## config.mk

```make
export PLATFORM = sky130hd
export DESIGN_NAME = dual_queue_shared_buffer
export DESIGN_NICKNAME = d
export VERILOG_FILES = /design/src/design/dqsb_pkg.sv /design/src/design/dqsb_ram.sv /design/src/design/dqsb_ctrl.sv /design/src/design/dqsb_dpath.sv /design/src/design/dual_queue_shared_buffer.sv
export VERILOG_INCLUDE_DIRS = /design/src /design/src/design
export SDC_FILE = /design/constraint.sdc
export NUM_CORES = 1
export LEC_CHECK = 0
export BUFFER_PORTS_ARGS = -buffer_cell sky130_fd_sc_hd__buf_2
export CORE_MARGIN = 2
export CORE_UTILIZATION = 45
export CTS_CLUSTER_SIZE = 10
export DETAILED_ROUTE_END_ITERATION = 8
export PLACE_DENSITY_LB_ADDON = 0.05
export SETUP_SLACK_MARGIN = 0.05
export SYNTH_ARGS = -nofsm -noshare
export SYNTH_HDL_FRONTEND = slang
export SYNTH_HIERARCHICAL = 1
export SYNTH_SLANG_ARGS = --single-unit
```

## constraint.sdc

```tcl
create_clock -name clk -period 5.8 [get_ports clk]
set_input_delay 0.87 -clock clk [delete_from_list [all_inputs] [get_ports clk]]
set_output_delay 0.87 -clock clk [all_outputs]
set_load 0.05 [all_outputs]
```

## src/design/dual_queue_shared_buffer_macros.svh

```systemverilog
// Assertion macros shared by the dual queue shared buffer modules.
`ifndef DUAL_QUEUE_SHARED_BUFFER_MACROS_SVH
`define DUAL_QUEUE_SHARED_BUFFER_MACROS_SVH

// Check cons in the same cycle as ante, outside reset.
`define DQSB_ASSERT_NOW(lbl, ante, cons, msg) \
  lbl: assert property (@(posedge clk) disable iff (rst) (ante) |-> (cons)) \
    else $error(msg);

// Check cons in the cycle after ante, outside reset.
`define DQSB_ASSERT_NEXT(lbl, ante, cons, msg) \
  lbl: assert property (@(posedge clk) disable iff (rst) (ante) |=> (cons)) \
    else $error(msg);

`endif

```

## src/design/dqsb_pkg.sv

```systemverilog
// Package with sizes, command codes, and control types of the shared buffer queues.
`timescale 1ns / 1ps
`default_nettype none

package dqsb_pkg;

  localparam int CAPACITY     = 16;
  localparam int FIRST_DEPTH  = (CAPACITY + 1) / 2;
  localparam int SECOND_DEPTH = CAPACITY / 2;
  localparam int ADDR_W       = $clog2(CAPACITY);
  localparam int CNT_W        = $clog2(CAPACITY + 1);
  localparam int TOT_W        = CNT_W + 1;
  localparam int FPTR_W       = (FIRST_DEPTH > 1) ? $clog2(FIRST_DEPTH) : 1;
  localparam int SPTR_W       = (SECOND_DEPTH > 1) ? $clog2(SECOND_DEPTH) : 1;
  localparam int WORD_W       = 32;
  localparam int CNT_FIELD_W  = 5;

  typedef enum logic [1:0] {
    CMD_ENQUEUE    = 2'd0,
    CMD_DEQ_FIRST  = 2'd1,
    CMD_DEQ_SECOND = 2'd2
  } cmd_code_t;

  typedef enum logic {
    ST_IDLE,
    ST_FETCH
  } state_t;

  typedef struct packed {
    logic exec;
    logic fetch_load;
  } dqsb_cmd_t;

  typedef struct packed {
    logic need_fetch;
  } dqsb_status_t;

  // Report a count modulo the width of the result field.
  function automatic logic [CNT_FIELD_W-1:0] count_field(input logic [CNT_W-1:0] c);
    logic [CNT_W+CNT_FIELD_W-1:0] ext;
    ext = {{CNT_FIELD_W{1'b0}}, c};
    return ext[CNT_FIELD_W-1:0];
  endfunction

endpackage

`default_nettype wire

```

## src/design/dqsb_ram.sv

```systemverilog
// Generic single write port RAM with one registered read port.
`timescale 1ns / 1ps
`default_nettype none

module dqsb_ram #(
  parameter int WIDTH = 32,
  parameter int DEPTH = 16,
  localparam int AW = (DEPTH > 1) ? $clog2(DEPTH) : 1
) (
  input  wire logic             clk,
  input  wire logic             we,
  input  wire logic [AW-1:0]    waddr,
  input  wire logic [WIDTH-1:0] wdata,
  input  wire logic [AW-1:0]    raddr,
  output logic      [WIDTH-1:0] rdata
);

  logic [WIDTH-1:0] mem [DEPTH];

  always_ff @(posedge clk) begin
    if (we) begin
      mem[waddr] <= wdata;
    end
    rdata <= mem[raddr];
  end

endmodule

`default_nettype wire

```

## src/design/dqsb_ctrl.sv

```systemverilog
// Controller state machine for the shared buffer queues.
`timescale 1ns / 1ps
`default_nettype none
`include "dual_queue_shared_buffer_macros.svh"

module dqsb_ctrl (
  input  wire logic                  clk,
  input  wire logic                  rst,
  input  wire logic                  in_valid,
  output logic                       in_stall,
  output logic                       out_valid,
  input  wire logic                  out_stall,
  input  wire dqsb_pkg::dqsb_status_t status,
  output dqsb_pkg::dqsb_cmd_t        cmd
);

  import dqsb_pkg::*;

  state_t state, state_next;
  logic   out_valid_next;
  logic   accept;

  always_ff @(posedge clk) begin
    if (rst) begin
      state     <= ST_IDLE;
      out_valid <= 1'b0;
    end else begin
      state     <= state_next;
      out_valid <= out_valid_next;
    end
  end

  always_comb begin
    state_next     = state;
    out_valid_next = out_valid && out_stall;
    in_stall       = 1'b1;
    accept         = 1'b0;
    cmd            = '0;
    unique case (state)
      ST_IDLE: begin
        // Take a new item once the result slot is empty or drains now.
        in_stall = out_valid && out_stall;
        accept   = in_valid && !in_stall;
        cmd.exec = accept;
        if (accept) begin
          if (status.need_fetch) begin
            state_next     = ST_FETCH;
            out_valid_next = 1'b0;
          end else begin
            out_valid_next = 1'b1;
          end
        end
      end
      ST_FETCH: begin
        cmd.fetch_load = 1'b1;
        out_valid_next = 1'b1;
        state_next     = ST_IDLE;
      end
      default: begin
        state_next = ST_IDLE;
      end
    endcase
  end

  `DQSB_ASSERT_NEXT(a_fetch_done, state == ST_FETCH, (state == ST_IDLE) && out_valid, "fetch did not finish in one cycle")
  `DQSB_ASSERT_NEXT(a_fetch_entry, accept && status.need_fetch, (state == ST_FETCH) && !out_valid, "dequeue with remaining entries skipped the head fetch")
  `DQSB_ASSERT_NEXT(a_direct_result, accept && !status.need_fetch, out_valid && (state == ST_IDLE), "result of a direct operation not presented")

endmodule

`default_nettype wire

```

## src/design/dqsb_dpath.sv

```systemverilog
// Datapath for the shared buffer queues: counts, ring pointers, head words, result register.
`timescale 1ns / 1ps
`default_nettype none
`include "dual_queue_shared_buffer_macros.svh"

module dqsb_dpath (
  input  wire logic                                     clk,
  input  wire logic                                     rst,
  input  wire dqsb_pkg::dqsb_cmd_t                      cmd,
  output dqsb_pkg::dqsb_status_t                        status,
  input  wire logic [1:0]                               command,
  input  wire logic signed [dqsb_pkg::WORD_W-1:0]       value,
  output logic                                          success,
  output logic                                          chosen_queue,
  output logic [dqsb_pkg::CNT_FIELD_W-1:0]              first_count,
  output logic [dqsb_pkg::CNT_FIELD_W-1:0]              second_count,
  output logic                                          first_head_valid,
  output logic signed [dqsb_pkg::WORD_W-1:0]            first_head,
  output logic                                          second_head_valid,
  output logic signed [dqsb_pkg::WORD_W-1:0]            second_head
);

  import dqsb_pkg::*;

  logic [CNT_W-1:0]  first_cnt, first_cnt_next, second_cnt, second_cnt_next;
  logic [FPTR_W-1:0] first_rd, first_rd_next, first_wr, first_wr_next;
  logic [SPTR_W-1:0] second_rd, second_rd_next, second_wr, second_wr_next;
  logic [WORD_W-1:0] first_word, first_word_next, second_word, second_word_next;
  logic              fetch_sel, fetch_sel_next;
  logic [TOT_W-1:0]  total;
  logic              full, ok, chosen;
  logic              ram_we;
  logic [ADDR_W-1:0] ram_waddr, ram_raddr;
  logic [WORD_W-1:0] ram_rdata;

  function automatic logic [FPTR_W-1:0] adv_first(input logic [FPTR_W-1:0] p);
    return (p == FPTR_W'(FIRST_DEPTH - 1)) ? '0 : p + FPTR_W'(1);
  endfunction

  function automatic logic [SPTR_W-1:0] adv_second(input logic [SPTR_W-1:0] p);
    return (p == SPTR_W'(SECOND_DEPTH - 1)) ? '0 : p + SPTR_W'(1);
  endfunction

  function automatic logic [ADDR_W-1:0] first_addr(input logic [FPTR_W-1:0] p);
    return ADDR_W'(p);
  endfunction

  function automatic logic [ADDR_W-1:0] second_addr(input logic [SPTR_W-1:0] p);
    return ADDR_W'(FIRST_DEPTH) + ADDR_W'(p);
  endfunction

  dqsb_ram #(
    .WIDTH(WORD_W),
    .DEPTH(CAPACITY)
  ) u_ram (
    .clk  (clk),
    .we   (ram_we),
    .waddr(ram_waddr),
    .wdata(value),
    .raddr(ram_raddr),
    .rdata(ram_rdata)
  );

  always_comb begin
    total             = {1'b0, first_cnt} + {1'b0, second_cnt};
    full              = total >= TOT_W'(CAPACITY);
    first_cnt_next    = first_cnt;
    second_cnt_next   = second_cnt;
    first_rd_next     = first_rd;
    first_wr_next     = first_wr;
    second_rd_next    = second_rd;
    second_wr_next    = second_wr;
    first_word_next   = first_word;
    second_word_next  = second_word;
    fetch_sel_next    = fetch_sel;
    ok                = 1'b0;
    chosen            = 1'b0;
    ram_we            = 1'b0;
    ram_waddr         = '0;
    ram_raddr         = '0;
    status.need_fetch = 1'b0;
    unique case (command)
      CMD_ENQUEUE: begin
        if (!full) begin
          ok     = 1'b1;
          ram_we = cmd.exec;
          if (first_cnt <= second_cnt) begin
            ram_waddr      = first_addr(first_wr);
            first_wr_next  = adv_first(first_wr);
            first_cnt_next = first_cnt + CNT_W'(1);
            if (first_cnt == '0) begin
              first_word_next = value;
            end
          end else begin
            chosen          = 1'b1;
            ram_waddr       = second_addr(second_wr);
            second_wr_next  = adv_second(second_wr);
            second_cnt_next = second_cnt + CNT_W'(1);
            if (second_cnt == '0) begin
              second_word_next = value;
            end
          end
        end
      end
      CMD_DEQ_FIRST: begin
        if (first_cnt != '0) begin
          ok             = 1'b1;
          first_rd_next  = adv_first(first_rd);
          first_cnt_next = first_cnt - CNT_W'(1);
          if (first_cnt_next != '0) begin
            status.need_fetch = 1'b1;
            ram_raddr         = first_addr(first_rd_next);
            fetch_sel_next    = 1'b0;
          end
        end
      end
      CMD_DEQ_SECOND: begin
        if (second_cnt != '0) begin
          ok              = 1'b1;
          second_rd_next  = adv_second(second_rd);
          second_cnt_next = second_cnt - CNT_W'(1);
          if (second_cnt_next != '0) begin
            status.need_fetch = 1'b1;
            ram_raddr         = second_addr(second_rd_next);
            fetch_sel_next    = 1'b1;
          end
        end
      end
      default: begin
      end
    endcase
  end

  always_ff @(posedge clk) begin
    if (rst) begin
      first_cnt  <= '0;
      second_cnt <= '0;
      first_rd   <= '0;
      first_wr   <= '0;
      second_rd  <= '0;
      second_wr  <= '0;
    end else if (cmd.exec) begin
      first_cnt  <= first_cnt_next;
      second_cnt <= second_cnt_next;
      first_rd   <= first_rd_next;
      first_wr   <= first_wr_next;
      second_rd  <= second_rd_next;
      second_wr  <= second_wr_next;
    end
  end

  // Head words and the result register carry payload only.
  always_ff @(posedge clk) begin
    if (cmd.exec) begin
      first_word        <= first_word_next;
      second_word       <= second_word_next;
      fetch_sel         <= fetch_sel_next;
      success           <= ok;
      chosen_queue      <= chosen;
      first_count       <= count_field(first_cnt_next);
      second_count      <= count_field(second_cnt_next);
      first_head_valid  <= first_cnt_next != '0;
      second_head_valid <= second_cnt_next != '0;
      first_head        <= (first_cnt_next != '0) ? first_word_next : '0;
      second_head       <= (second_cnt_next != '0) ? second_word_next : '0;
    end else if (cmd.fetch_load) begin
      if (fetch_sel) begin
        second_word <= ram_rdata;
        second_head <= ram_rdata;
      end else begin
        first_word <= ram_rdata;
        first_head <= ram_rdata;
      end
    end
  end

  `DQSB_ASSERT_NOW(a_total_bound, 1'b1, total <= TOT_W'(CAPACITY), "queues together exceed the buffer")
  `DQSB_ASSERT_NOW(a_first_bound, 1'b1, first_cnt <= CNT_W'(FIRST_DEPTH), "first queue overran its region")
  `DQSB_ASSERT_NOW(a_second_bound, 1'b1, second_cnt <= CNT_W'(SECOND_DEPTH), "second queue overran its region")

endmodule

`default_nettype wire

```

## src/design/dual_queue_shared_buffer.sv

```systemverilog
// Top level of two FIFO queues sharing one buffer, shortest queue takes each enqueue.
//
//   channel | direction | handshake            | payload
//   --------+-----------+----------------------+------------------------------------------
//   input   | into      | in_valid / in_stall  | command, value
//   output  | out of    | out_valid / out_stall| success, chosen_queue, counts, heads
//
// Sequence: an enqueue, a failed operation, or a dequeue that empties its queue
// registers its result when accepted; a dequeue that leaves entries behind adds
// a fetch state, for the registered read of the new head word from the buffer RAM.
// Reset: rst clears both counts and ring pointers; the buffer RAM itself is
// not cleared, since only live slots are ever read.
// Stalls: a new transfer is taken while the previous result sits in the output
// register if that result drains in the same cycle; otherwise hold the input.
`timescale 1ns / 1ps
`default_nettype none

module dual_queue_shared_buffer (
  input  wire logic                                clk,
  input  wire logic                                rst,
  input  wire logic                                in_valid,
  output logic                                     in_stall,
  input  wire logic [1:0]                          command,
  input  wire logic signed [dqsb_pkg::WORD_W-1:0]  value,
  output logic                                     out_valid,
  input  wire logic                                out_stall,
  output logic                                     success,
  output logic                                     chosen_queue,
  output logic [dqsb_pkg::CNT_FIELD_W-1:0]         first_count,
  output logic [dqsb_pkg::CNT_FIELD_W-1:0]         second_count,
  output logic                                     first_head_valid,
  output logic signed [dqsb_pkg::WORD_W-1:0]       first_head,
  output logic                                     second_head_valid,
  output logic signed [dqsb_pkg::WORD_W-1:0]       second_head
);

  import dqsb_pkg::*;

  // Command and status between the controller and the datapath.
  dqsb_cmd_t    cmd;
  dqsb_status_t status;

  // Controller: decide when to accept, when to capture a fetched head word,
  // and when the result register holds a finished transfer.
  dqsb_ctrl u_ctrl (
    .clk      (clk),
    .rst      (rst),
    .in_valid (in_valid),
    .in_stall (in_stall),
    .out_valid(out_valid),
    .out_stall(out_stall),
    .status   (status),
    .cmd      (cmd)
  );

  // Datapath: the first queue rings through the low region of the RAM and the
  // second through the high region; the head words are cached in registers.
  dqsb_dpath u_dpath (
    .clk              (clk),
    .rst              (rst),
    .cmd              (cmd),
    .status           (status),
    .command          (command),
    .value            (value),
    .success          (success),
    .chosen_queue     (chosen_queue),
    .first_count      (first_count),
    .second_count     (second_count),
    .first_head_valid (first_head_valid),
    .first_head       (first_head),
    .second_head_valid(second_head_valid),
    .second_head      (second_head)
  );

endmodule

`default_nettype wire
```

-- Yosys cells after proc, flatten, opt, wreduce, memory -nomap -nowiden
Memories as Yosys holds them, arrays and structs flattened. A register that Yosys moved wholly into a read port is not among the register bits.
Index checks and enable logic that the tools add are counted.
- eq/ne operators: 11
- reduce and logical (&&, ||, !) cells: 23
- order comparisons: 2
- bitwise gates (word level): 4
- add/sub/neg operators: 11
- mux-type cells: 66
- operators with widths (operator ; number):
    32-bit 2-to-1 mux ; 18
    5-bit 2-to-1 mux ; 6
    5-bit nonzero test ; 6
    4-bit 2-to-1 mux ; 6
    1-bit 2-to-1 mux ; 23
    5-bit case mux with 2 select lines ; 2
    3-bit 2-to-1 mux ; 5
    3-bit by 1-bit adder with 3-bit output, second input constant ; 4
    3-bit equality test, second input constant ; 4
    5-bit by 1-bit adder with 5-bit output, second input constant ; 2
    5-bit zero test ; 2
    2-bit by 1-bit inequality test with 1-bit output, second input constant ; 5
    5-bit by 1-bit subtractor with 5-bit output, second input constant ; 2
    4-bit by 3-bit adder with 4-bit output, first input constant ; 2
    1-bit case mux with 2 select lines ; 4
    4-bit case mux with 2 select lines ; 1
    4-bit AND reduction ; 2
    5-bit by 5-bit adder with 6-bit output ; 1
    6-bit by 5-bit greater-or-equal comparator with 1-bit output, second input constant ; 1
    3-bit AND reduction ; 2
    6-bit AND reduction ; 1
    2-bit nonzero test ; 3
    5-bit <= comparator ; 1
    1-bit inverter ; 4
    other kinds (8) ; 10
- memories: 1
- word-level logic and storage cells: 137
- bits of input ports: 38
- register bits after elaboration: 167
- memory bits (writable): 512
- output and inout bits: 80
- memories (name ; depth ; width ; read ports ; clocked after memory_dff ; write ports ; RTL line ; text):
    u_dpath.u_ram.mem ; 16 ; 32 ; 1 ; 1 ; 1 ; dqsb_ram.sv:18 ; logic [WIDTH-1:0] mem [DEPTH];

-- Longest topological paths before layout
Gate-level depths: netlist of run 1.
- depth after elaboration: 8
- depth in mapped cells: 12
- mapped depth without buffers: 10

-- Modules after synthesis
Netlist of run 1, hierarchy kept.
- modules (own cells, without submodules) (module ; times used ; cells an instance ; sequential area each (um^2) ; area an instance (um^2)):
    dqsb_ram ; 1 ; 838 ; 16015.4 ; 19835.3
    dqsb_dpath ; 1 ; 733 ; 4734.5 ; 8730.9
    dqsb_ctrl ; 1 ; 9 ; 40.0 ; 88.8

-- Worst setup path before layout of run 1
OpenSTA, ideal clock, no wires.
- path kind: input-to-reg
- start point: input out_stall
- end point: memory u_dpath.u_ram.mem[0][0], enable pin
- data required time: 5.339 ns
- arrival: 5.059 ns
- library setup time: 0.461 ns
- buffers on the path: 3
- stages on the path: 8
- path slack: 0.280 ns
- cells stage by stage: a21oi_2 and2_2 clkbuf_1 clkbuf_1 clkbuf_1 and3_1 or3b_2 nor3_1
- RTL lines (item ; RTL line ; text):
    start, declared ; dual_queue_shared_buffer.sv:26 ; input wire logic out_stall,
    end, declared ; dqsb_ram.sv:18 ;

-- Worst setup path in the final report of run 1
- start point: register u_dpath.second_cnt[2]
- end point: memory u_dpath.u_ram.mem[5][25], enable pin
- elaborated cells on any way between the ends: 10
- RTL lines (item ; RTL line ; text):
    start, declared ; dqsb_dpath.sv:25 ; logic [CNT_W-1:0] first_cnt, first_cnt_next, second_cnt, second_cnt_next;
    start signal, assigned ; dqsb_dpath.sv:144 ; second_cnt <= second_cnt_next;
    5-bit by 5-bit adder with 6-bit output or 5-bit <= comparator (tied branches) ; dqsb_dpath.sv:65, dqsb_dpath.sv:87 ;
    6-bit by 5-bit greater-or-equal comparator with 1-bit output or 4-bit 2-to-1 mux (tied branches) ; dqsb_dpath.sv:66, dqsb_dpath.sv:87 ;
    4-bit 2-to-1 mux * ; dqsb_dpath.sv:84 ; if (!full) begin
    4-bit 2-to-1 mux * ; dqsb_dpath.sv:82 ; unique case (command)
    net u_dpath.ram_waddr[0] ; dqsb_dpath.sv:33 ; logic [ADDR_W-1:0] ram_waddr, ram_raddr;
The timed path passes the listed nets; every way through them passes the cells marked *.

==> results.sh, run 1 <==
export IMPL_status="complete, no violations"
export IMPL_yosysSeqAreaShare=0.7255
export IMPL_setup_viol=0
export IMPL_startpoint_type="flop"
export IMPL_syn_to_final_growth_pct=14.34
export IMPL_clkLatencyLatePin_ns=0.61
export IMPL_antenna_found_initial=1
export IMPL_reg2regPathDepth=10
export IMPL_syn_cell_area_um2=28650
export IMPL_yosysUniqueCellTypes=66
export IMPL_core_area_um2=62970
export IMPL_cts_max_level=3
export IMPL_drive_above_1_share=0.2515
export IMPL_required_ns=6.11
export IMPL_synth_warnings=6
export IMPL_gp_congestion=0.7901
export IMPL_cts_setup_buffers=0
export IMPL_tritoncts="done"
export IMPL_cts_resized_gates=0
export IMPL_nets=1796
export IMPL_whs_path_depth=2
export IMPL_post_place_ws_ns=1.241
export IMPL_rows=92
export IMPL_syn_avg_cell_area_um2=18.14
export IMPL_syn_inst=1580
export IMPL_worstMarginPinSlew_ns=1.253
export IMPL_cts_sinks=711
export IMPL_root_buffer="clkbuf_16"
export IMPL_hold_ws_ns=0.4735
export IMPL_grt_pass1_vias=15520
export IMPL_end_kind="flop"
export IMPL_drt_total_wl_mm=66.22
export IMPL_dr_first_iter_drc_count=1155
export IMPL_whs_endpoint="u_dpath/first_rd[2]"
export IMPL_cellLeakagePower_nw=11.26
export IMPL_antenna_cells=0
export IMPL_wire_per_inst_um=25.05
export IMPL_grt_pass1_wl_mm=100.5
export IMPL_fmax_mhz=225.7
export IMPL_firstDrtPassIters=5
export IMPL_crit_type="flop to flop"
export IMPL_drc_errors=0
export IMPL_drv_cap=0
export IMPL_r2r_start="u_dpath/second_cnt[2]"
export IMPL_finalCritPeriodShare=0.7638
export IMPL_mostFrequentLayoutCells="655 x edfxtp_1, 128 x mux4_2, 117 x buf_2"
export IMPL_clk_pin_slew_ns=0.05
export IMPL_postRouteAntennaNets=0
export IMPL_hpwl_mm=38.69
export IMPL_final_common_cell="edfxtp_1"
export IMPL_ys_ff_latch=711
export IMPL_fin_skew_ns=0.02366
export IMPL_final_setup_worst_slack_ns=1.370
export IMPL_hold_path_startpoint="u_dpath/first_rd[2]"
export IMPL_cts_buffers_inserted=82
export IMPL_irDropWorstVdd_mv=0.1987
export IMPL_ioPinCount=118
export IMPL_post_route_min_period_ns=4.430
export IMPL_ys_flop_type="edfxtp_1"
export IMPL_powerDensity_nw_per_um2=352.4
export IMPL_viasPerCell=5.701
export IMPL_clk_path_buf_depth=3
export IMPL_slew_headroom=0.1625
export IMPL_r2r_end="u_dpath/u_ram/mem[5][25]"
export IMPL_fillers=5133
export IMPL_cp_arrival_ns=4.74
export IMPL_postSynth_asyncResetShare=0
export IMPL_synth_edf_count=655
export IMPL_dieArea_um2=65710
export IMPL_vias=15070
export IMPL_cp_max_fo=22
export IMPL_grtUsageTotal=0.2047
export IMPL_die_y_um=256.3
export IMPL_rsz0062_at_grt="false"
export IMPL_cts_hold_buf=0
export IMPL_grt_start_max_net_pins=86
export IMPL_synth_nets=1646
export IMPL_power_mw=11.55
export IMPL_finalSetupTns_ns=0
export IMPL_hp_class="flop to flop"
export IMPL_finalHoldViolCount=0
export IMPL_drv_slew=0
export IMPL_start_util=0.4551
export IMPL_die_w_um=256.3
export IMPL_io_buffers=117
export IMPL_gr_total_overflow=0
export IMPL_timing_reg2reg_setup_slack_ns=1.37
[how the worst max path moves through the flow]
stage                                from                  endpoint  slack, ns  cells after the start
floorplan                       out_stall   u_dpath/u_ram/mem[0][0]       0.28                      8
global placement               command[0]  u_dpath/u_ram/mem[5][28]       1.40                      9
detailed placement             command[0]  u_dpath/u_ram/mem[6][10]       1.24                      9
CTS                 u_dpath/second_cnt[2]  u_dpath/u_ram/mem[5][29]       1.38                     10
global route        u_dpath/second_cnt[2]  u_dpath/u_ram/mem[5][26]       0.99                     10
finish              u_dpath/second_cnt[2]  u_dpath/u_ram/mem[5][25]       1.37                     10
[flip-flops by register name, indices dropped and copies added (netlist names), 3 cells and up]
register,flops
u_dpath/second_cnt,5
u_dpath/first_cnt,5
u_dpath/second_rd,3
u_dpath/first_count,5
u_dpath/u_ram/mem,512
u_dpath/second_word,32
u_dpath/first_rd,3
u_dpath/first_word,32
u_dpath/u_ram/rdata,32
u_dpath/first_head,32
u_dpath/second_head,32
u_dpath/second_count,5
u_dpath/second_wr,3
u_dpath/first_wr,3
[worst max-delay path: stages (launching register included)]
cell,delay (ns)
dfxtp_1,0.58
inv_1,0.14
ha_1,0.35
and3_1,0.18
a31oi_2,0.22
o31a_2,0.41
nand2_1,0.10
a21oi_1,0.55
nand2b_1,0.40
nor2_4,0.86
buf_4,0.35
[cell usage after synthesis, drive strengths merged, types with 3 or more instances]
cell type  number  share of area
nor3b           3        0.00096
nor2b           7         0.0015
nor4b           5         0.0020
nand4           3        0.00066
nand2          67         0.0090
a221oi         34          0.017
buf            44         0.0098
edfxtp        655           0.69
xor2            3        0.00092
nand3          14         0.0024
clkbuf         46         0.0060
nor2           72         0.0094
ha             28          0.012
a21o           34         0.0089
dfxtp          56          0.039
mux2i          75          0.026
nor3           12         0.0021
a22oi          67          0.018
and2            3        0.00070
o21ai           4        0.00070
or3             4         0.0010
nor4            3         0.0017
a21oi          53         0.0094
a31oi          37         0.0083
mux4          128           0.10
nand2b         43         0.0096
o311ai          5         0.0018
inv            50         0.0065
[cells by family after synthesis]
group	Yosys count	synth area share
xor gates and xnor gates	4	0.001223
adders and majority gates	28	0.01223
and+or+nand+nor	246	0.04380
muxes	203	0.1268
DFF	711	0.7255
AOI/OAI and AO/OA	248	0.06807
buffers and inverters	140	0.02236
[stage by stage]
| stage | std cells | util | cell area, um2 |
|---|---|---|---|
| 6_report | 2643 | 0.5203 | 32760 |
| 2_1_floorplan | 1580 | - | 28660 |
| 4_1_cts | 2643 | 0.5203 | 32760 |
| 5_1_grt | 2643 | 0.5203 | 32760 |
| 3_3_place_gp | 2492 | 0.4822 | 30360 |
| 3_5_place_dp | 2492 | 0.4822 | 30360 |
[power breakdown]
| group | switching, mW | internal, mW | total, mW |
|---|---|---|---|
| clock network | 1.95 | 2.70 | 4.65 |
| registers | 0.0468 | 5.79 | 5.84 |
| logic | 0.755 | 0.302 | 1.06 |
| total | 2.75 | 8.79 | 11.5 |
[layout make-up]
cell class	count	area, um2	share of cell area
Inverter	50	187.7	0.005728
Clock inverter	7	85.08	0.002597
Timing Repair Buffer	156	928.4	0.02834
Tap cell	846	1059	0.03231
Sequential cell	711	20790	0.6345
Multi-Input combinational cell	729	7398	0.2258
Clock buffer	144	2316	0.07069
[per-layer routing]
layer	up-vias	routed length, um	GRT usage
met5	-	0	0
met4	0	844	0.04841
met3	60	3346	0.03875
met2	372	31490	0.3249
met1	7952	30540	0.2946
li1	6684	-	-
Note: power is estimated with default switching activity, not from simulation.
==> run 2: changes to the inputs <==
--- a/config.mk
+++ b/config.mk
@@ -6,6 +6,7 @@
 export SDC_FILE = /design/constraint.sdc
 export NUM_CORES = 1
 export LEC_CHECK = 0
+export ABC_AREA = 1
 export BUFFER_PORTS_ARGS = -buffer_cell sky130_fd_sc_hd__buf_2
 export CORE_MARGIN = 2
 export CORE_UTILIZATION = 45
==> constraint.sdc (replaced) <==
create_clock -name clk -period 4.06 [get_ports clk]
set_input_delay 0.609 -clock clk [delete_from_list [all_inputs] [get_ports clk]]
set_output_delay 0.609 -clock clk [all_outputs]
set_load 0.05 [all_outputs]
==> results.sh, run 2 <==
export IMPL_drc_errors=0
export IMPL_cp_depth=17
export IMPL_comb_power_share=0.163
export IMPL_yosysMostFrequentCell="nand2_1"
export IMPL_fmax_mhz=277.2
export IMPL_placed_area_um2=33660
export IMPL_dr_wl_met2_mm=35.64
export IMPL_gr_total_overflow=0
export IMPL_hold_ws_ns=0.3571
export IMPL_die_y_um=270.3
export IMPL_worstMarginPinSlew_ns=0.7559
export IMPL_grt_start_max_net_pins=129
export IMPL_synth_compound_area_share=0.02654
export IMPL_ys_flop_type="edfxtp_1"
export IMPL_yosysTopAreaCell="edfxtp_1"
export IMPL_hp_class="input pin to flop"
export IMPL_drive_above_1_share=0.1222
export IMPL_regMostFlops="u_dpath/u_ram/mem"
export IMPL_fin_skew_ns=0.03132
export IMPL_mostFrequentLayoutCells="845 x nand2_1, 655 x edfxtp_1, 603 x inv_1"
export IMPL_slew_headroom=0.4961
export IMPL_path_buf_inv=4
export IMPL_syn_inst=3169
export IMPL_max_stage_delay_ns=0.39
export IMPL_design_area_um2=36050
export IMPL_cellLeakagePower_nw=15.74
export IMPL_synth_common_cells="846 x nand2_1, 655 x edfxtp_1, 604 x inv_1, 412 x nand3_1, 142 x nor2_1"
export IMPL_path_cells="inv_1 -> ha_1 -> inv_1 -> nand2_1 -> nand2_1 -> nand2_1 -> nand2_1 -> nand2_1 -> nand2_2 -> nor2_2 -> inv_1 -> nor2_1 -> nand2_1 -> o21ai_0 -> nand2_1 -> nor2_4 -> buf_4"
export IMPL_tritoncts="done"
export IMPL_r2r_end="u_dpath/u_ram/mem[5][14]"
export IMPL_synth_nets=3235
export IMPL_startpoint="u_dpath/second_cnt[1]"
export IMPL_synth_top_family_by_area="simple AND/OR/NAND/NOR gates"
export IMPL_path_delay_family="simple AND/OR/NAND/NOR gates"
export IMPL_irDropWorstVdd_mv=0.2562
export IMPL_io_buffers=117
export IMPL_synth_warnings=6
export IMPL_nets=3358
export IMPL_firstDrtPassIters=5
export IMPL_grt_pass1_vias=20620
export IMPL_viasPerCell=5.001
export IMPL_root_buffer="clkbuf_16"
export IMPL_ioPinCount=118
export IMPL_seqPwrFrac=0.469
export IMPL_drv_cap=0
export IMPL_finalCritPeriodShare=0.8886
export IMPL_gp_congestion=0.8668
export IMPL_cts_max_level=3
export IMPL_rows=97
export IMPL_end_kind="flop"
export IMPL_startpoint_type="flop"
export IMPL_powerDensity_nw_per_um2=507.6
export IMPL_synth_adder_area_share=0.01098
export IMPL_synth_top_area_share=0.6162
export IMPL_required_ns=4.34
export IMPL_grtUsageTotal=0.2213
export IMPL_p_switching_mw=5.164
export IMPL_synth_edf_count=655
export IMPL_yosysUniqueCellTypes=42
export IMPL_cp_arrival_ns=3.89
export IMPL_start_util=0.4550
export IMPL_synthMuxAreaShare=0
export IMPL_antenna_cells=0
export IMPL_syn_avg_cell_area_um2=10.07
export IMPL_cts_resized_gates=0
export IMPL_wire_per_inst_um=18.86
export IMPL_post_route_min_period_ns=3.608
export IMPL_grt_pass1_wl_mm=123.9
export IMPL_timing_reg2reg_setup_slack_ns=0.45
export IMPL_routed_top_layer="met4"
export IMPL_vias=21440
export IMPL_dieArea_um2=73080
export IMPL_hpwl_mm=49.13
export IMPL_drv_slew=0
export IMPL_whs_path_depth=5
export IMPL_postRouteAntennaNets=0
export IMPL_crit_slowest_cell="dfxtp_1"
export IMPL_largest_reg_flops=512
export IMPL_cts_buffers_inserted=83
export IMPL_swShare=0.2822
export IMPL_crit_top_cell="nand2_1"
export IMPL_die_w_um=270.3
export IMPL_reg2regPathDepth=17
export IMPL_wl_met3_mm=5.417
export IMPL_clk_path_buf_depth=3
export IMPL_clkLatencyLatePin_ns=0.62
export IMPL_syn_to_final_growth_pct=12.93
export IMPL_crit_type="flop to flop"
export IMPL_setup_viol=0
export IMPL_ys_top_cells_by_area="edfxtp_1 62%, nand2_1 9.9%, inv_1 7.1%"
export IMPL_power_share_clock=0.368
export IMPL_wl_met1_mm=38.01
export IMPL_ys_ff_latch=711
export IMPL_antenna_found_initial=0
export IMPL_cp_max_fo=22
export IMPL_final_common_cell="nand2_1"
export IMPL_clk_pin_slew_ns=0.05
export IMPL_core_area_um2=70150
export IMPL_intPower_mw=13.14
export IMPL_synthSimpleGateAreaFrac=0.2068
export IMPL_yosysSeqAreaShare=0.6513
export IMPL_postSynth_asyncResetShare=0
export IMPL_synthXorXnorAreaFrac=0.002744
export IMPL_status="complete, no violations"
export IMPL_r2r_start="u_dpath/second_cnt[1]"
export IMPL_rsz0062_at_grt="true"
export IMPL_finalHoldViolCount=0
export IMPL_cts_sinks=711
export IMPL_dr_first_iter_drc_count=1758
export IMPL_drt_total_wl_mm=80.83
export IMPL_crit_path_end="u_dpath/u_ram/mem[5][14]"
export IMPL_syn_cell_area_um2=31920
==> run 2: changes by cell type after synthesis, moves of 70 or more <==
cell,delta
nand3_1,+398
mux2i_1,-75
mux4_2,-128
nor2_1,+70
nand2_1,+781
inv_1,+556
==> run 2: metrics by stage <==
step | setup WS, ns | cells | total power, mW | utilization | TNS [ns]
6_report | 0.4521 | 4287 | 18.30 | 0.5139 | 0
5_1_grt | 0.03673 | 4287 | 19.10 | 0.5139 | 0
4_1_cts | 0.4061 | 4286 | 18.51 | 0.5138 | 0
3_5_place_dp | 0.4470 | 4146 | 11.72 | 0.4799 | 0
3_3_place_gp | 0.4404 | 4146 | 11.69 | 0.4799 | 0
2_1_floorplan | -0.3442 | 3169 | 10.88 | - | -153.31
==> run 2: logic make-up (layout without fill, tap and decap cells) <==
| kind of cell | after synthesis | in the layout |
|---|---|---|
| simple gates | 1511 | 1511 |
| flops | 711 | 711 |
| buf+inv | 755 | 933 |
| fa+ha+maj | 28 | 28 |
| compound gates | 154 | 154 |
| xor+xnor | 10 | 10 |
==> run 2: cell type report <==
type	instances	area [um2]
fillers	6432	34100
flip-flops and latches	711	20790
multi-input cells	1703	8073
inverters	613	2312
clock buffers	134	2310
repair buffers	180	1321
well taps	940	1176
clock inverters	6	66.31
==> run 2: worst register-to-register path: stages, from the launching register on <==
cell and delay [ns]:
dfxtp_1 0.39, inv_1 0.16, ha_1 0.32, inv_1 0.04, nand2_1 0.05, nand2_1 0.05
nand2_1 0.06, nand2_1 0.08, nand2_1 0.12, nand2_2 0.17, nor2_2 0.21, inv_1 0.10
nor2_1 0.33, nand2_1 0.08, o21ai_0 0.19, nand2_1 0.39, nor2_4 0.21, buf_4 0.32
==> run 2: how the worst min path moves through the flow <==
stage | end | from | slack (ns)
floorplan | u_ctrl/state | u_ctrl/state | 0.44
global placement | u_dpath/second_rd[0] | u_dpath/second_rd[0] | 0.47
detailed placement | u_dpath/second_wr[0] | u_dpath/second_wr[0] | 0.49
CTS | u_ctrl/out_valid | out_stall | 0.33
global route | u_ctrl/state | in_valid | 0.37
finish | u_ctrl/out_valid | out_stall | 0.36
==> run 2: timing repair <==
action / in CTS / in global routing
setup buffers: 0 / 1
endpoints found under the setup margin: 0 / 46
hold buffers: 0 / 0
==> run 2: power by group through the flow <==
stage                     clock [mW]  sequential (mW)  combinational (mW)
after floorplan                    0             9.21                1.67
after global placement             0             8.73                2.96
after CTS                       6.93             8.59                2.99
final                           6.73             8.59                2.98
after global routing            7.20             8.62                3.28
after detailed placement           0             8.74                2.98
==> run 2: routing by layer <==
metal	track usage	up-vias
li1	-	10430
met1	0.3262	10300
met2	0.3354	589
met3	0.04063	124
met4	0.06150	0
met5	0	-
==> run 3: changes to the inputs <==
==> constraint.sdc (replaced) <==
create_clock -name clk -period 3.7 [get_ports clk]
set_input_delay 0.555 -clock clk [delete_from_list [all_inputs] [get_ports clk]]
set_output_delay 0.555 -clock clk [all_outputs]
set_load 0.05 [all_outputs]
==> results.sh, run 3 (synthesized netlist as in run 2, its figures left out) <==
export IMPL_status="complete, no violations"
export IMPL_mostFrequentLayoutCells="845 x nand2_1, 655 x edfxtp_1, 603 x inv_1"
export IMPL_root_buffer="clkbuf_16"
export IMPL_r2r_start="u_dpath/second_cnt[4]"
export IMPL_dieArea_um2=73080
export IMPL_die_y_um=270.3
export IMPL_drc_errors=0
export IMPL_cts_setup_buffers=0
export IMPL_hp_class="input pin to flop"
export IMPL_gr_total_overflow=0
export IMPL_tritoncts="done"
export IMPL_cts_hold_buf=0
export IMPL_viasPerCell=5.039
export IMPL_end_kind="flop"
export IMPL_whs_path_depth=3
export IMPL_postLayoutCoreUtil=0.5200
export IMPL_worstMarginPinSlew_ns=0.7395
export IMPL_drive_above_1_share=0.1279
export IMPL_largest_reg_flops=512
export IMPL_grt_pass1_wl_mm=129.5
export IMPL_drv_cap=0
export IMPL_cts_max_level=3
export IMPL_post_route_min_period_ns=3.383
export IMPL_gp_congestion=0.8622
export IMPL_antenna_found_initial=4
export IMPL_r2r_end="u_dpath/u_ram/mem[0][14]"
export IMPL_required_ns=4.00
export IMPL_vias=21720
export IMPL_power_mw=20.31
export IMPL_regMostFlops="u_dpath/u_ram/mem"
export IMPL_fin_skew_ns=0.02253
export IMPL_clk_path_buf_depth=3
export IMPL_core_area_um2=70150
export IMPL_firstDrtPassIters=6
export IMPL_place_inst=4163
export IMPL_finalCritPeriodShare=0.9144
export IMPL_antenna_cells=0
export IMPL_dr_first_iter_drc_count=2063
export IMPL_slew_headroom=0.5051
export IMPL_drt_total_wl_mm=84.50
export IMPL_wire_per_inst_um=19.61
export IMPL_cts_buffers_inserted=83
export IMPL_startpoint_type="flop"
export IMPL_cp_max_fo=32
export IMPL_clk_pin_slew_ns=0.06
export IMPL_drv_slew=0
export IMPL_ioPinCount=118
export IMPL_io_buffers=117
export IMPL_syn_to_final_growth_pct=14.28
export IMPL_irDropWorstVdd_mv=0.3443
export IMPL_die_w_um=270.3
export IMPL_powerDensity_nw_per_um2=556.9
export IMPL_whs_endpoint="u_ctrl/state"
export IMPL_rows=97
export IMPL_timing_reg2reg_setup_slack_ns=0.32
export IMPL_finalHoldViolCount=0
export IMPL_crit_type="flop to flop"
export IMPL_rsz0062_at_grt="false"
export IMPL_hpwl_mm=52.66
export IMPL_grt_pass1_vias=20860
export IMPL_fillers=6433
export IMPL_cp_arrival_ns=3.68
export IMPL_reg2regPathDepth=13
export IMPL_setup_viol=0
export IMPL_cts_resized_gates=0
export IMPL_grt_start_max_net_pins=81
export IMPL_cts_sinks=711
export IMPL_hold_path_startpoint="in_valid"
export IMPL_final_common_cell="nand2_1"
export IMPL_grtUsageTotal=0.2318
export IMPL_start_util=0.4550
export IMPL_nets=3374
export IMPL_layout_cells_non_filler=4309
export IMPL_postRouteAntennaNets=0
export IMPL_fmax_mhz=295.6
export IMPL_cellLeakagePower_nw=15.93
export IMPL_clkLatencyLatePin_ns=0.62
run 3: cell count changes in the layout (fill, tap and decap cells not counted):
cell / change
clkinv_8: -1
inv_6: +2
clkbuf_16: +1
clkinv_2: +1
inv_16: +1
clkbuf_1: +2
buf_4: -3
clkinv_1: -2
clkbuf_8: +1
inv_4: +1
buf_12: +19
run 3: critical path, cell delays in order (launching register included):
cell and delay [ns]:
dfxtp_1 0.40, inv_1 0.16, ha_1 0.37, a21oi_1 0.25, nand3_2 0.17, nand2_2 0.20
nor2_2 0.08, nand2_2 0.11, inv_1 0.12, a22o_1 0.27, nor2_1 0.12, nand2_1 0.31
nor2_4 0.21, buf_12 0.25
run 3: worst max-delay path by stage:
| stage | start | end | slack, ns |
|---|---|---|---|
| after global placement | u_dpath/second_cnt[2] | u_dpath/u_ram/mem[0][10] | 0.37 |
| after floorplan | out_stall | u_dpath/u_ram/mem[12][0] | -0.65 |
| after global routing | u_dpath/second_cnt[2] | u_dpath/u_ram/mem[5][20] | 0.10 |
| after detailed placement | u_dpath/second_cnt[2] | u_dpath/u_ram/mem[0][10] | 0.36 |
| after CTS | u_dpath/second_cnt[2] | u_dpath/u_ram/mem[0][15] | 0.37 |
| final | u_dpath/second_cnt[4] | u_dpath/u_ram/mem[0][14] | 0.32 |
run 3: metal layers:
layer,vias to the layer above,track usage,part of all wire
li1,10460,-,-
met1,10490,0.3589,0.48
met2,679,0.3382,0.43
met3,95,0.04099,0.075
met4,0,0.05292,0.016
met5,-,0,0
run 3: cell type report:
type                    count  area [um2]  share of cell area
clock inverters             8       93.84            0.002573
flip-flops and latches    711       20790              0.5699
clock buffers             138        2356             0.06459
inverters                 613        2310             0.06332
multi-input cells        1703        8073              0.2213
well taps                 940        1176             0.03224
repair buffers            196        1679             0.04603
run 3: power by group:
group | switching (mW) | internal, mW
combinational | 2.40 | 0.893
clock | 3.13 | 4.39
sequential | 0.215 | 9.28
run 3: metrics by stage:
| stage | setup slack [ns] | setup TNS, ns | hold WS, ns | instance area, um2 |
|---|---|---|---|---|
| global placement | 0.3679 | 0 | 0.4731 | 34030 |
| finish | 0.3166 | 0 | 0.2755 | 36480 |
| floorplan | -0.6502 | -316.33 | 0.4444 | 31930 |
| global route | 0.1011 | 0 | 0.3040 | 36480 |
| detailed placement | 0.3605 | 0 | 0.4902 | 34030 |
| CTS | 0.3678 | 0 | 0.2497 | 36480 |
